### config.mk
export PLATFORM = sky130hd
export DESIGN_NAME = gyro_tilt_compensated_cursor
export DESIGN_NICKNAME = d
export VERILOG_FILES = /design/src/gtc_pkg.sv /design/src/gtc_mul.sv /design/src/gtc_cordic.sv /design/src/gyro_tilt_compensated_cursor.sv
export VERILOG_INCLUDE_DIRS = /design/src /design/src/src
export SDC_FILE = /design/constraint.sdc
export NUM_CORES = 2
export LEC_CHECK = 0
export BUFFER_PORTS_ARGS = -buffer_cell sky130_fd_sc_hd__clkbuf_2
export CORE_UTILIZATION = 45
export CTS_CLUSTER_DIAMETER = 120
export DETAILED_ROUTE_END_ITERATION = 7
export HOLD_SLACK_MARGIN = 0.03
export PLACE_DENSITY_LB_ADDON = 0.2
export SYNTH_ARGS = -nofsm -noshare
export SYNTH_HDL_FRONTEND = slang
export SYNTH_SLANG_ARGS = --single-unit
### constraint.sdc
create_clock -name clk -period 18.1 [get_ports clk]
set_input_delay 3.62 -clock clk [delete_from_list [all_inputs] [get_ports clk]]
set_output_delay 3.62 -clock clk [all_outputs]
set_load 0.03 [all_outputs]
### src/gyro_tilt_compensated_cursor_assert.svh
// Assertion macros for the tilt-compensated cursor block.
// Each macro is defined twice: as a concurrent assertion for simulation and as
// an empty body when SYNTHESIS is defined.
`ifndef GYRO_TILT_COMPENSATED_CURSOR_ASSERT_SVH
`define GYRO_TILT_COMPENSATED_CURSOR_ASSERT_SVH
`ifndef SYNTHESIS
// Same-cycle implication, checked at every rising edge out of reset.
`define GTC_ASSERT_IMP(label, ck, rn, ante, cons) \
  label: assert property (@(posedge ck) disable iff (!rn) (ante) |-> (cons)) \
    else $error("gtc assertion failed");
// Next-cycle implication, checked at every rising edge out of reset.
`define GTC_ASSERT_NXT(label, ck, rn, ante, cons) \
  label: assert property (@(posedge ck) disable iff (!rn) (ante) |=> (cons)) \
    else $error("gtc assertion failed");
`else
`define GTC_ASSERT_IMP(label, ck, rn, ante, cons)
`define GTC_ASSERT_NXT(label, ck, rn, ante, cons)
`endif
`endif

### src/gtc_pkg.sv
`timescale 1ns / 1ps

package gtc_pkg;

  localparam int ANGLE_WIDTH_DEF = 16;
  localparam int TABLE_LEN       = 24;
  localparam int ITER_W          = $clog2(TABLE_LEN);
  localparam int DATA_W          = 48;
  localparam int FRAC            = 30;
  localparam int GAIN_SHIFT      = 12;
  localparam int MV_W            = 16;
  localparam int RV_W            = 18;
  localparam int SUM_W           = 19;
  localparam int MA_W            = 17;
  localparam int MB_W            = 31;

  localparam logic [11:0] GAIN_RESET = 12'd102;
  localparam logic signed [MB_W-1:0] CORDIC_K = 31'sd652032874;
  localparam logic [31:0] HALF_TURN = 32'h8000_0000;
  localparam logic signed [DATA_W-1:0] FRAC_BIAS =
    DATA_W'((48'd1 << FRAC) - 48'd1);
  localparam logic signed [DATA_W-1:0] GAIN_BIAS =
    DATA_W'((48'd1 << GAIN_SHIFT) - 48'd1);

  typedef struct packed {
    logic signed [15:0] rate_x;
    logic signed [15:0] rate_y;
    logic signed [15:0] rate_z;
    logic signed [15:0] accel_x;
    logic signed [15:0] accel_z;
    logic               pointer_held;
    logic               click_held;
  } in_item_t;

  typedef struct packed {
    logic signed [7:0] move_x;
    logic signed [7:0] move_y;
    logic              left_button;
  } out_item_t;

  // Control word from the sequencer to the CORDIC step unit.
  typedef struct packed {
    logic              load_x;
    logic              load_y;
    logic              load_z;
    logic              step;
    logic              vectoring;
    logic [ITER_W-1:0] sh;
  } cordic_ctl_t;

  typedef enum logic [2:0] {
    ST_IDLE,
    ST_MUL,
    ST_SCALE,
    ST_VEC,
    ST_ROT,
    ST_TRUNC,
    ST_DONE
  } gtc_state_t;

  // atan(2^-i) as an unsigned 32-bit fraction of a full turn.
  function automatic logic [31:0] atan_turn(input logic [ITER_W-1:0] i);
    logic [31:0] a;
    case (i)
      5'd0:    a = 32'h2000_0000;
      5'd1:    a = 32'h12E4_051E;
      5'd2:    a = 32'h09FB_385B;
      5'd3:    a = 32'h0511_11D4;
      5'd4:    a = 32'h028B_0D43;
      5'd5:    a = 32'h0145_D7E1;
      5'd6:    a = 32'h00A2_F61E;
      5'd7:    a = 32'h0051_7C55;
      5'd8:    a = 32'h0028_BE53;
      5'd9:    a = 32'h0014_5F2F;
      5'd10:   a = 32'h000A_2F98;
      5'd11:   a = 32'h0005_17CC;
      5'd12:   a = 32'h0002_8BE6;
      5'd13:   a = 32'h0001_45F3;
      5'd14:   a = 32'h0000_A2FA;
      5'd15:   a = 32'h0000_517D;
      5'd16:   a = 32'h0000_28BE;
      5'd17:   a = 32'h0000_145F;
      5'd18:   a = 32'h0000_0A30;
      5'd19:   a = 32'h0000_0518;
      5'd20:   a = 32'h0000_028C;
      5'd21:   a = 32'h0000_0146;
      5'd22:   a = 32'h0000_00A3;
      5'd23:   a = 32'h0000_0051;
      default: a = 32'h0000_0000;
    endcase
    return a;
  endfunction

  // Clamp a signed value to the range -127 .. 127.
  function automatic logic signed [7:0] sat127(input logic signed [SUM_W-1:0] v);
    logic signed [7:0] r;
    if (v > 19'sd127) begin
      r = 8'sd127;
    end else if (v < -19'sd127) begin
      r = -8'sd127;
    end else begin
      r = v[7:0];
    end
    return r;
  endfunction

endpackage

### src/gtc_mul.sv
`timescale 1ns / 1ps

// Shared signed multiplier with a registered product.
module gtc_mul
  import gtc_pkg::*;
(
  input  logic                     clk,
  input  logic signed [MA_W-1:0]   mul_a,
  input  logic signed [MB_W-1:0]   mul_b,
  output logic signed [DATA_W-1:0] prod_r
);

  logic signed [DATA_W-1:0] prod_nxt;

  // Both operands are widened first so the full product is kept.
  assign prod_nxt = DATA_W'(mul_a) * DATA_W'(mul_b);

  always_ff @(posedge clk) begin
    prod_r <= prod_nxt;
  end

endmodule

### src/gtc_cordic.sv
`timescale 1ns / 1ps

// One CORDIC micro-rotation per cycle on the held x, y and angle registers.
// The same adders serve vectoring (drive y to zero) and rotation (drive the
// angle to zero).
module gtc_cordic
  import gtc_pkg::*;
(
  input  logic                     clk,
  input  cordic_ctl_t              ctl,
  input  logic signed [DATA_W-1:0] x_in,
  input  logic signed [DATA_W-1:0] y_in,
  input  logic [31:0]              z_in,
  output logic signed [DATA_W-1:0] x_r,
  output logic signed [DATA_W-1:0] y_r,
  output logic [31:0]              z_r
);

  logic signed [DATA_W-1:0] sx;
  logic signed [DATA_W-1:0] sy;
  logic [31:0]              ang;
  logic                     plus;
  logic signed [DATA_W-1:0] x_nxt;
  logic signed [DATA_W-1:0] y_nxt;
  logic [31:0]              z_nxt;

  always_comb begin
    sx   = x_r >>> ctl.sh;
    sy   = y_r >>> ctl.sh;
    ang  = atan_turn(ctl.sh);
    plus = ctl.vectoring ? y_r[DATA_W-1] : !z_r[31];
    x_nxt = x_r;
    y_nxt = y_r;
    z_nxt = z_r;
    if (ctl.step) begin
      if (plus) begin
        x_nxt = x_r - sy;
        y_nxt = y_r + sx;
        z_nxt = z_r - ang;
      end else begin
        x_nxt = x_r + sy;
        y_nxt = y_r - sx;
        z_nxt = z_r + ang;
      end
    end
    if (ctl.load_x) begin
      x_nxt = x_in;
    end
    if (ctl.load_y) begin
      y_nxt = y_in;
    end
    if (ctl.load_z) begin
      z_nxt = z_in;
    end
  end

  always_ff @(posedge clk) begin
    x_r <= x_nxt;
    y_r <= y_nxt;
    z_r <= z_nxt;
  end

endmodule

### src/gyro_tilt_compensated_cursor.sv
`timescale 1ns / 1ps

// Tilt-compensated gyro cursor. Each input transfer is one IMU sample and
// yields exactly one result transfer. While the pointer button is released the
// block measures the tilt angle atan2(accel_x, accel_z) with a vectoring
// CORDIC, stores it and reports zero motion; while the button is held it scales
// the three gyro rates by the gain register, rotates the negated x and z moves
// by the stored angle with a rotating CORDIC and adds the y move to the
// horizontal step. Both steps saturate to plus or minus 127 and the click
// button passes straight through. The CORDIC runs S = min(ANGLE_WIDTH, 24)
// iterations on its single step unit, which performs one micro-rotation per
// cycle; the shared multiplier forms the three gain products and the two
// CORDIC gain corrections one per cycle.
// in_stall is low only while the sequencer is idle. A finished result sits in
// the output register, so a new sample is taken while it waits; the next
// result waits in its final step until that register is free. The gain
// register should be written only while the block is idle.
`include "gyro_tilt_compensated_cursor_assert.svh"

module gyro_tilt_compensated_cursor
  import gtc_pkg::*;
#(
  parameter int ANGLE_WIDTH = ANGLE_WIDTH_DEF
) (
  input  logic      clk,
  input  logic      rst_n,
  input  logic      in_valid,
  output logic      in_stall,
  input  in_item_t  in_data,
  output logic      out_valid,
  input  logic      out_stall,
  output out_item_t out_data,
  input  logic      cfg_we,
  input  logic [11:0] cfg_wdata
);

  // The CORDIC runs no more iterations than the arctangent table holds.
  localparam int STEPS = (ANGLE_WIDTH < TABLE_LEN) ? ANGLE_WIDTH : TABLE_LEN;
  localparam logic [ITER_W-1:0] STEP_LAST = ITER_W'(STEPS - 1);
  localparam logic [31:0] ROUND_HALF = 32'd1 << (31 - ANGLE_WIDTH);

  gtc_state_t state_r, state_nxt;
  logic [ITER_W-1:0] cnt_r, cnt_nxt;
  logic [11:0] gain_r;
  logic [ANGLE_WIDTH-1:0] angle_r, angle_nxt;
  in_item_t pld_r, pld_nxt;
  logic signed [MV_W-1:0] mx_r, mx_nxt;
  logic signed [MV_W-1:0] my_r, my_nxt;
  logic signed [MV_W-1:0] mz_r, mz_nxt;
  logic signed [RV_W-1:0] rv_r, rv_nxt;
  logic signed [RV_W-1:0] rh_r, rh_nxt;
  logic out_valid_r, out_valid_nxt;
  out_item_t out_data_r, out_data_nxt;

  logic signed [MA_W-1:0]   mul_a;
  logic signed [MB_W-1:0]   mul_b;
  logic signed [DATA_W-1:0] prod_r;
  logic signed [DATA_W-1:0] prod_adj;
  logic signed [MV_W-1:0]   move_c;

  cordic_ctl_t              ctl;
  logic signed [DATA_W-1:0] x_in, y_in;
  logic [31:0]              z_in;
  logic signed [DATA_W-1:0] x_r, y_r;
  logic [31:0]              z_r;

  logic signed [MA_W-1:0]   ax_ext, az_ext, vx, vy;
  logic                     az_neg;
  logic [31:0]              z_init;
  logic                     flip;
  logic signed [DATA_W-1:0] rot_v;
  logic signed [DATA_W-1:0] x_adj, y_adj;
  logic signed [SUM_W-1:0]  horiz_sum;
  logic [31:0]              z_round;
  logic                     accel_zero;

  gtc_mul u_mul (
    .clk    (clk),
    .mul_a  (mul_a),
    .mul_b  (mul_b),
    .prod_r (prod_r)
  );

  gtc_cordic u_cordic (
    .clk  (clk),
    .ctl  (ctl),
    .x_in (x_in),
    .y_in (y_in),
    .z_in (z_in),
    .x_r  (x_r),
    .y_r  (y_r),
    .z_r  (z_r)
  );

  // Fixed-point helpers that feed the sequencer.
  always_comb begin
    // Axis move: rate times gain over 4096, truncated toward zero.
    prod_adj = prod_r + (prod_r[DATA_W-1] ? GAIN_BIAS : '0);
    move_c   = prod_adj[GAIN_SHIFT +: MV_W];

    // Vectoring start: a vector with negative z is turned by half a turn so
    // that the iterations only have to cover the right half-plane.
    ax_ext = {in_data.accel_x[15], in_data.accel_x};
    az_ext = {in_data.accel_z[15], in_data.accel_z};
    az_neg = in_data.accel_z[15];
    vx     = az_neg ? -az_ext : az_ext;
    vy     = az_neg ? -ax_ext : ax_ext;

    // Rotation start: an angle of a quarter turn or more is reduced by half a
    // turn and the vector negated to match.
    z_init = {angle_r, {(32 - ANGLE_WIDTH){1'b0}}};
    flip   = angle_r[ANGLE_WIDTH-1] ^ angle_r[ANGLE_WIDTH-2];
    rot_v  = flip ? -prod_r : prod_r;

    // Rotated Q30 components, truncated toward zero.
    x_adj = x_r + (x_r[DATA_W-1] ? FRAC_BIAS : '0);
    y_adj = y_r + (y_r[DATA_W-1] ? FRAC_BIAS : '0);

    horiz_sum  = SUM_W'(my_r) + SUM_W'(rh_r);
    z_round    = z_r + ROUND_HALF;
    accel_zero = (pld_r.accel_x == '0) && (pld_r.accel_z == '0);
  end

  // Sequencer: next state, operand selection and result assembly.
  always_comb begin
    state_nxt     = state_r;
    cnt_nxt       = cnt_r;
    angle_nxt     = angle_r;
    pld_nxt       = pld_r;
    mx_nxt        = mx_r;
    my_nxt        = my_r;
    mz_nxt        = mz_r;
    rv_nxt        = rv_r;
    rh_nxt        = rh_r;
    out_valid_nxt = out_valid_r && out_stall;
    out_data_nxt  = out_data_r;
    mul_a         = '0;
    mul_b         = '0;
    ctl           = '0;
    ctl.sh        = cnt_r;
    x_in          = rot_v;
    y_in          = rot_v;
    z_in          = z_init + (flip ? HALF_TURN : '0);

    case (state_r)
      ST_IDLE: begin
        x_in = {vx[MA_W-1], vx, {FRAC{1'b0}}};
        y_in = {vy[MA_W-1], vy, {FRAC{1'b0}}};
        z_in = az_neg ? HALF_TURN : '0;
        if (in_valid) begin
          pld_nxt = in_data;
          cnt_nxt = '0;
          if (in_data.pointer_held) begin
            state_nxt = ST_MUL;
          end else begin
            ctl.load_x = 1'b1;
            ctl.load_y = 1'b1;
            ctl.load_z = 1'b1;
            state_nxt  = ST_VEC;
          end
        end
      end

      // Three gain products, one per cycle; each is picked up in the cycle after it is formed.
      ST_MUL: begin
        mul_b = MB_W'(gain_r);
        case (cnt_r)
          ITER_W'(0): mul_a = MA_W'(pld_r.rate_x);
          ITER_W'(1): mul_a = MA_W'(pld_r.rate_y);
          default:    mul_a = MA_W'(pld_r.rate_z);
        endcase
        case (cnt_r)
          ITER_W'(1): mx_nxt = move_c;
          ITER_W'(2): my_nxt = move_c;
          ITER_W'(3): mz_nxt = move_c;
          default:    mx_nxt = mx_r;
        endcase
        if (cnt_r == ITER_W'(3)) begin
          cnt_nxt   = '0;
          state_nxt = ST_SCALE;
        end else begin
          cnt_nxt = cnt_r + ITER_W'(1);
        end
      end

      // Pre-scale the negated moves by the CORDIC gain and load the vector.
      ST_SCALE: begin
        mul_b = CORDIC_K;
        if (cnt_r == '0) begin
          mul_a   = -MA_W'(mx_r);
          cnt_nxt = ITER_W'(1);
        end else if (cnt_r == ITER_W'(1)) begin
          mul_a      = -MA_W'(mz_r);
          ctl.load_x = 1'b1;
          cnt_nxt    = ITER_W'(2);
        end else begin
          ctl.load_y = 1'b1;
          ctl.load_z = 1'b1;
          cnt_nxt    = '0;
          state_nxt  = ST_ROT;
        end
      end

      ST_VEC: begin
        ctl.step      = 1'b1;
        ctl.vectoring = 1'b1;
        if (cnt_r == STEP_LAST) begin
          cnt_nxt   = '0;
          state_nxt = ST_DONE;
        end else begin
          cnt_nxt = cnt_r + ITER_W'(1);
        end
      end

      ST_ROT: begin
        ctl.step = 1'b1;
        if (cnt_r == STEP_LAST) begin
          cnt_nxt   = '0;
          state_nxt = ST_TRUNC;
        end else begin
          cnt_nxt = cnt_r + ITER_W'(1);
        end
      end

      ST_TRUNC: begin
        rv_nxt    = x_adj[FRAC +: RV_W];
        rh_nxt    = y_adj[FRAC +: RV_W];
        state_nxt = ST_DONE;
      end

      // Hand the result over once the output register is free.
      ST_DONE: begin
        if (!out_valid_r || !out_stall) begin
          out_valid_nxt            = 1'b1;
          out_data_nxt.left_button = pld_r.click_held;
          if (pld_r.pointer_held) begin
            out_data_nxt.move_x = sat127(horiz_sum);
            out_data_nxt.move_y = sat127(SUM_W'(rv_r));
          end else begin
            out_data_nxt.move_x = '0;
            out_data_nxt.move_y = '0;
            angle_nxt = accel_zero ? '0 : z_round[31 -: ANGLE_WIDTH];
          end
          state_nxt = ST_IDLE;
        end
      end

      default: begin
        state_nxt = ST_IDLE;
      end
    endcase
  end

  always_ff @(posedge clk) begin
    if (!rst_n) begin
      state_r     <= ST_IDLE;
      cnt_r       <= '0;
      gain_r      <= GAIN_RESET;
      angle_r     <= '0;
      out_valid_r <= 1'b0;
    end else begin
      state_r     <= state_nxt;
      cnt_r       <= cnt_nxt;
      angle_r     <= angle_nxt;
      out_valid_r <= out_valid_nxt;
      if (cfg_we) begin
        gain_r <= cfg_wdata;
      end
    end
  end

  always_ff @(posedge clk) begin
    pld_r      <= pld_nxt;
    mx_r       <= mx_nxt;
    my_r       <= my_nxt;
    mz_r       <= mz_nxt;
    rv_r       <= rv_nxt;
    rh_r       <= rh_nxt;
    out_data_r <= out_data_nxt;
  end

  assign in_stall  = (state_r != ST_IDLE);
  assign out_valid = out_valid_r;
  assign out_data  = out_data_r;

  // A sample taken in must keep the block busy in the following cycle.
  `GTC_ASSERT_NXT(a_busy_after_take, clk, rst_n, in_valid && !in_stall, in_stall)
  // A new result only appears from the final step of the sequencer.
  `GTC_ASSERT_IMP(a_result_from_done, clk, rst_n, $rose(out_valid_r), $past(state_r == ST_DONE))
  // The stored tilt changes only when a released-pointer sample completes.
  `GTC_ASSERT_IMP(a_angle_update, clk, rst_n, !$stable(angle_r), $past(state_r == ST_DONE && !pld_r.pointer_held))
  // The iteration counter never runs past the arctangent table.
  `GTC_ASSERT_IMP(a_iter_bound, clk, rst_n, state_r == ST_VEC || state_r == ST_ROT, cnt_r <= STEP_LAST)

endmodule
# ---- Word level (Yosys, flattened, before mapping)
# Memories as Yosys holds them, arrays and structs flattened. A register that Yosys moved wholly into a read port is not among the register bits.
# Cells that the tools add are included.
dict set report totals {
  reg_bits 396
  romBits 960
  output_inout_bits 19
  word_cells 155
  mem_count 1
}
dict set report classes {
  addsub 18
  multipliers 1
  order_cmp 4
  eq_ne 17
  shifts 2
  mux 58
  bitwise_logic 2
  n_reduce_logical 26
}
# memory words width rd rd_ports_with_merged_regs wr line
set mem_list {}
lappend mem_list {{(no name shown)} 32 30 1 1 0 gtc_pkg.sv:64} ;# case (i)
# operator n
set ops {}
lappend ops {{48-bit two-way mux} 9}
lappend ops {{32-bit two-way mux} 6}
lappend ops {{48-bit by 30-bit adder with 48-bit output} 2}
lappend ops {{48-bit adder} 2}
lappend ops {{48-bit by 5-bit >>> shifter with 48-bit output} 2}
lappend ops {{48-bit subtractor} 2}
lappend ops {{17-bit two-way mux} 4}
lappend ops {{16-bit negation with 17-bit output} 4}
lappend ops {{17-bit one-hot mux with 2 select lines} 2}
lappend ops {{32-bit adder} 2}
lappend ops {{30-bit two-way mux} 2}
lappend ops {{30-bit one-hot mux with 2 select lines} 1}
lappend ops {{17-bit by 31-bit multiplier with 48-bit output} 1}
lappend ops {{48-bit negation} 1}
lappend ops {{32-bit by 16-bit adder with 32-bit output (second input constant)} 1}
lappend ops {{16-bit zero test} 2}
lappend ops {{32-bit subtractor} 1}
lappend ops {{3-bit two-way mux} 10}
lappend ops {{28-bit by 12-bit adder with 28-bit output} 1}
lappend ops {{5-bit two-way mux} 5}
lappend ops {{3-bit one-hot mux with 7 select lines} 1}
lappend ops {{5-bit one-hot mux with 4 select lines} 1}
lappend ops {{16-bit by 18-bit adder with 19-bit output} 1}
lappend ops {{19-bit by 8-bit greater-than comparator with 1-bit output (second input constant)} 1}
lappend ops {{other kinds (32)} 64}

# ---- Longest topological paths before layout
dict set report depth {
  word_depth 6
  ltp_mapped 39
}

# ---- Cells and area by module
# A second synthesis with hierarchy kept.
dict set report hier_totals {
  hier_cells 6273
  area_unflattened_um2 56364.1
}
# mod n_inst cells_per_inst area_each_um2 seq_area_each_um2
set by_module_without_submodules {}
lappend by_module_without_submodules {gtc_cordic 1 2653 22377.7 3843.7}
lappend by_module_without_submodules {gtc_mul 1 2087 19242.2 960.9}
lappend by_module_without_submodules {gyro_tilt_compensated_cursor 1 1533 14744.1 6236.0}

# ---- Worst setup path before layout
# No wires, ideal clock.
dict set report synth_timing {
  path_type {flip-flop to flip-flop}
  startpoint {register cnt_r[0]}
  endpoint {register u_mul.prod_r[46]}
  arrival_time_ps 9408
  path_slack_ps 8630
  path_stages_with_launch 37
  period_less_slack_ps 9470
  cell_sequence {dfxtp_1 > buf_6 > inv_2 > buf_2 > clkbuf_1 > clkbuf_1 > buf_1 > ha_1 > nor3_1 > clkbuf_1 > clkbuf_1 > a32oi_1 > inv_1 > nor2_1 > nor2_1 > fa_1 > inv_1 > fa_1 > fa_1 > inv_1 > fa_1 > fa_1 > inv_1 > fa_1 > inv_1 > ha_1 > o21a_1 > o21ai_0 > a21oi_1 > o311ai_0 > a21oi_1 > a41oi_1 > o211a_1 > o41ai_1 > a21oi_1 > or4_1 > nand3_1}
}
dict set report synth_between {
  elab_chain_len 5
  word_cells_on_any_way 7
  classes_between {mul (1); eq/ne (1); mux (4); reduce/logical (1)}
}
# item line
set synth_lines {}
lappend synth_lines {{start, declared} gyro_tilt_compensated_cursor.sv:43} ;# logic [ITER_W-1:0] cnt_r, cnt_nxt;
lappend synth_lines {{start signal, assigned} gyro_tilt_compensated_cursor.sv:263} ;# cnt_r <= cnt_nxt;
lappend synth_lines {{5-bit by 1-bit == test with 1-bit output} {gyro_tilt_compensated_cursor.sv:167, gyro_tilt_compensated_cursor.sv:192}}
lappend synth_lines {{17-bit two-way mux} gyro_tilt_compensated_cursor.sv:192} ;# end else if (cnt_r == ITER_W'(1)) begin
lappend synth_lines {{17-bit two-way mux} gyro_tilt_compensated_cursor.sv:189} ;# if (cnt_r == '0) begin
lappend synth_lines {{17-bit one-hot mux with 2 select lines *} gyro_tilt_compensated_cursor.sv:145} ;# case (state_r)
lappend synth_lines {{17-bit by 31-bit multiplier with 48-bit output *} gtc_mul.sv:16} ;# assign prod_nxt = DATA_W'(mul_a) * DATA_W'(mul_b);
lappend synth_lines {{via u_mul.prod_nxt[46]} gtc_mul.sv:13} ;# logic signed [DATA_W-1:0] prod_nxt;
lappend synth_lines {{end signal, assigned} gtc_mul.sv:19} ;# prod_r <= prod_nxt;
lappend synth_lines {{end, declared} gtc_mul.sv:10} ;# output logic signed [DATA_W-1:0] prod_r
# The timed path passes the listed nets; every way through them passes the cells marked *.
# A chain may end at the register's enable or synchronous reset.

# ---- Worst setup path after layout
# Ends and elaborated chain as after synthesis.

==> results.py <==
metrics = {
    "outcome": {
        "run_status": "completed",
    },
    "global_routing": {
        "globalRouteTotalUtil_pct": 31.39,
        "antenna_found_initial": 5,
        "grt_pass1_wl_um": 273700,
        "grt_pass1_vias": 42910,
        "grt_overflow": 0,
        "grt_max_degree": 77,
    },
    "cells_and_area": {
        "fin_nets": 6475,
        "drive_gt1_share_pct": 9.663,
        "n_antenna_cell": 0,
        "nFillCells": 10860,
        "fin_cells": 7202,
        "syn_to_final_growth_pct": 7.311,
        "seqCellArea_um2": 11660,
        "multi_input_area_um2": 36390,
    },
    "timing": {
        "finalHoldViolCount": 0,
        "rsz0062_at_grt": "no",
        "period_needed_ns": 10.92,
        "setup_viol_count_final": 0,
        "hold_slack_ns": 0.4088,
        "clock_skew_ns": 0.04116,
        "fmax_mhz": 91.56,
        "tightestPinTransition_ns": 1.285,
        "slew_viol_final": 0,
        "max-slew-margin-rel_pct": 13.97,
        "post-route-period-util_pct": 60.34,
        "tns_ns": 0,
    },
    "route": {
        "drt_iter0_drc": 4989,
        "routed_wl_um": 182800,
        "route.detailed.vias_per_inst": 6.171,
        "wire_per_inst_um": 25.38,
        "vias": 44440,
        "drc": 0,
        "dr.pass1.iters": 6,
        "detail-route-antenna-nets": 0,
    },
    "floorplanning": {
        "die-area_um2": 114800,
        "rows": 123,
        "start_util_pct": 45.36,
        "dieHeight_um": 338.8,
        "core_area_um2": 112500,
        "pin_count": 118,
        "die_w_um": 338.8,
    },
    "critical_path": {
        "cp-start-kind": "flip-flop",
        "worstPathMaxFanout": 48,
        "cp_slowest_stage_delay_ns": 0.83,
        "worst_ep_required_time_ns": 18.69,
        "worstSetupPathType": "reg -> reg",
        "cp-end-kind": "flip-flop",
        "cp.arrival_ns": 11.52,
        "crit_family": "adder cells",
        "crit_top_cell": "fa_1",
        "slowest_stage": "dfxtp_4",
        "path_buf_inv": 7,
    },
    "place": {
        "dpl.cell_count": 7106,
        "place_congestion": 1.021,
        "io_buffers": 117,
        "place.detailed.hpwl_um": 144300,
    },
    "synth": {
        "syn_inst": 5658,
        "syn_nets": 6473,
        "synthesis.area_um2": 51030,
        "synth-edff-count": 311,
        "syn_area_per_cell_um2": 9.019,
        "yosys.area_share.simple_pct": 15.06,
        "synth_xor_area_share_pct": 7.603,
        "yosys_warnings": 0,
        "yosys_register_bits": 426,
        "synth_compound_area_share_pct": 18.00,
        "synthArstFlopShare_pct": 0,
        "yosys-mux-area-fraction_pct": 8.363,
        "synthTopCellsByArea": "edfxtp_1 18%, fa_1 12%, ha_1 10%, dfxtp_1 4.5%, xnor2_1 4.1%",
        "yosysUniqueCellTypes": 108,
        "yosysMostFrequentCell": "nand2_1",
        "synth_top_family_by_area": "adder cells",
        "synth_commonest_cells": "528 x nand2_1, 488 x inv_1, 448 x nor2_1",
        "synth_top_area_cell": "edfxtp_1",
        "ys.flop_type": "edfxtp_1",
        "synth_top_area_share_pct": 18.30,
        "ys_seq_area_share_pct": 22.81,
        "synthAdderAreaFrac_pct": 22.06,
    },
    "cts": {
        "cts.sinks": 426,
        "postCtsHoldBufs": 0,
        "path_clk_slew_ns": 0.07,
        "cts-resized-gates": 0,
        "numCtsBuffers": 52,
        "clockRootBuffer": "clkbuf_16",
        "ctsHtreeMaxLevel": 2,
        "clk_latency_ns": 0.68,
        "postCtsSetupBuffers": 0,
        "clockBufferDepth": 3,
        "cts_tree": "done",
    },
    "run": {
        "drv_cap": 0,
    },
    "min_path": {
        "hold_class": "reg -> reg",
    },
}
-- state kept, by name, summed over array words and instances, names as in the netlist --
name / cells
angle_r: 16
cnt_r: 5
gain_r: 12
mx_r: 16
my_r: 16
mz_r: 16
out_data: 17
out_valid: 1
pld_r: 82
rh_r: 18
rv_r: 18
state_r: 3
u_cordic.ang: 30
u_cordic.x_r: 48
u_cordic.y_r: 48
u_cordic.z_r: 32
u_mul.prod_r: 48
-- cell type report --
class	instances	share of cell area, %
Clock inverter	39	0.8454
Multi-Input combinational cell	4488	66.46
Clock buffer	57	2.410
Inverter	493	3.379
Sequential cell	426	21.29
Timing Repair Buffer	199	2.193
Tap cell	1500	3.427
-- layout by cell type (no fill, tap or decap), types with 40 or more instances in the layout --
cell type and instances:
a211oi_1 50, a21o_1 137, a21oi_1 321, a31oi_1 47, and2_1 59, and3_1 51, buf_4 82, clkbuf_16 52
clkbuf_2 117, dfxtp_1 110, edfxtp_1 311, fa_1 306, ha_1 410, inv_1 487, mux2_2 73, mux2i_1 135
mux4_2 89, nand2_1 526, nand2b_1 61, nand3_1 104, nor2_1 445, nor2b_1 60, nor3_1 75, o21a_1 44
o21ai_0 341, o22ai_1 54, o31ai_1 58, or3_1 40, xnor2_1 239, xor2_1 202
-- cell families (layout without fill, tap and decap cells) --
family                   count (synthesis)  count (layout)
AO/OA/AOI/OAI                         1409            1409
XOR/XNOR                               443             443
adder cells (fa/ha/maj)                716             716
buffers and inverters                  744             788
flip-flops                             426             426
multiplexers                           302             302
AND/OR/NAND/NOR                       1618            1618
-- through the flow --
stage	setup WS, ns	utilization (%)	instance area [um^2]
floorplan	8.630	-	51030
global placement	7.504	47.09	52980
detailed placement	7.348	47.09	52980
CTS	7.324	48.68	54760
global route	6.650	48.68	54760
finish	7.178	48.68	54760
-- per-layer routing --
layer	track usage (%)	vias to the layer above	part of all wire (%)
met4	12.66	4	4.6
met5	0	-	0.015
met3	5.686	335	9.2
met1	44.72	21780	44
met2	46.82	2059	43
li1	-	20270	-
-- final timing paths --
path | startpoint | end | slack [ns] | cells after the start
max | cnt_r[0]$_SDFFE_PN0P_ | u_mul.prod_r[46]$_DFF_P_ | 7.18 | 31
min reg2reg | pld_r[0]$_DFFE_PP_ | out_data[0]$_DFFE_PP_ | 0.41 | 0
max reg2reg | cnt_r[0]$_SDFFE_PN0P_ | u_mul.prod_r[46]$_DFF_P_ | 7.18 | 31
min | pld_r[0]$_DFFE_PP_ | out_data[0]$_DFFE_PP_ | 0.41 | 0
Power is not shown: default switching activity piles up to over one toggle a cycle in this logic, so the estimate is an artifact.
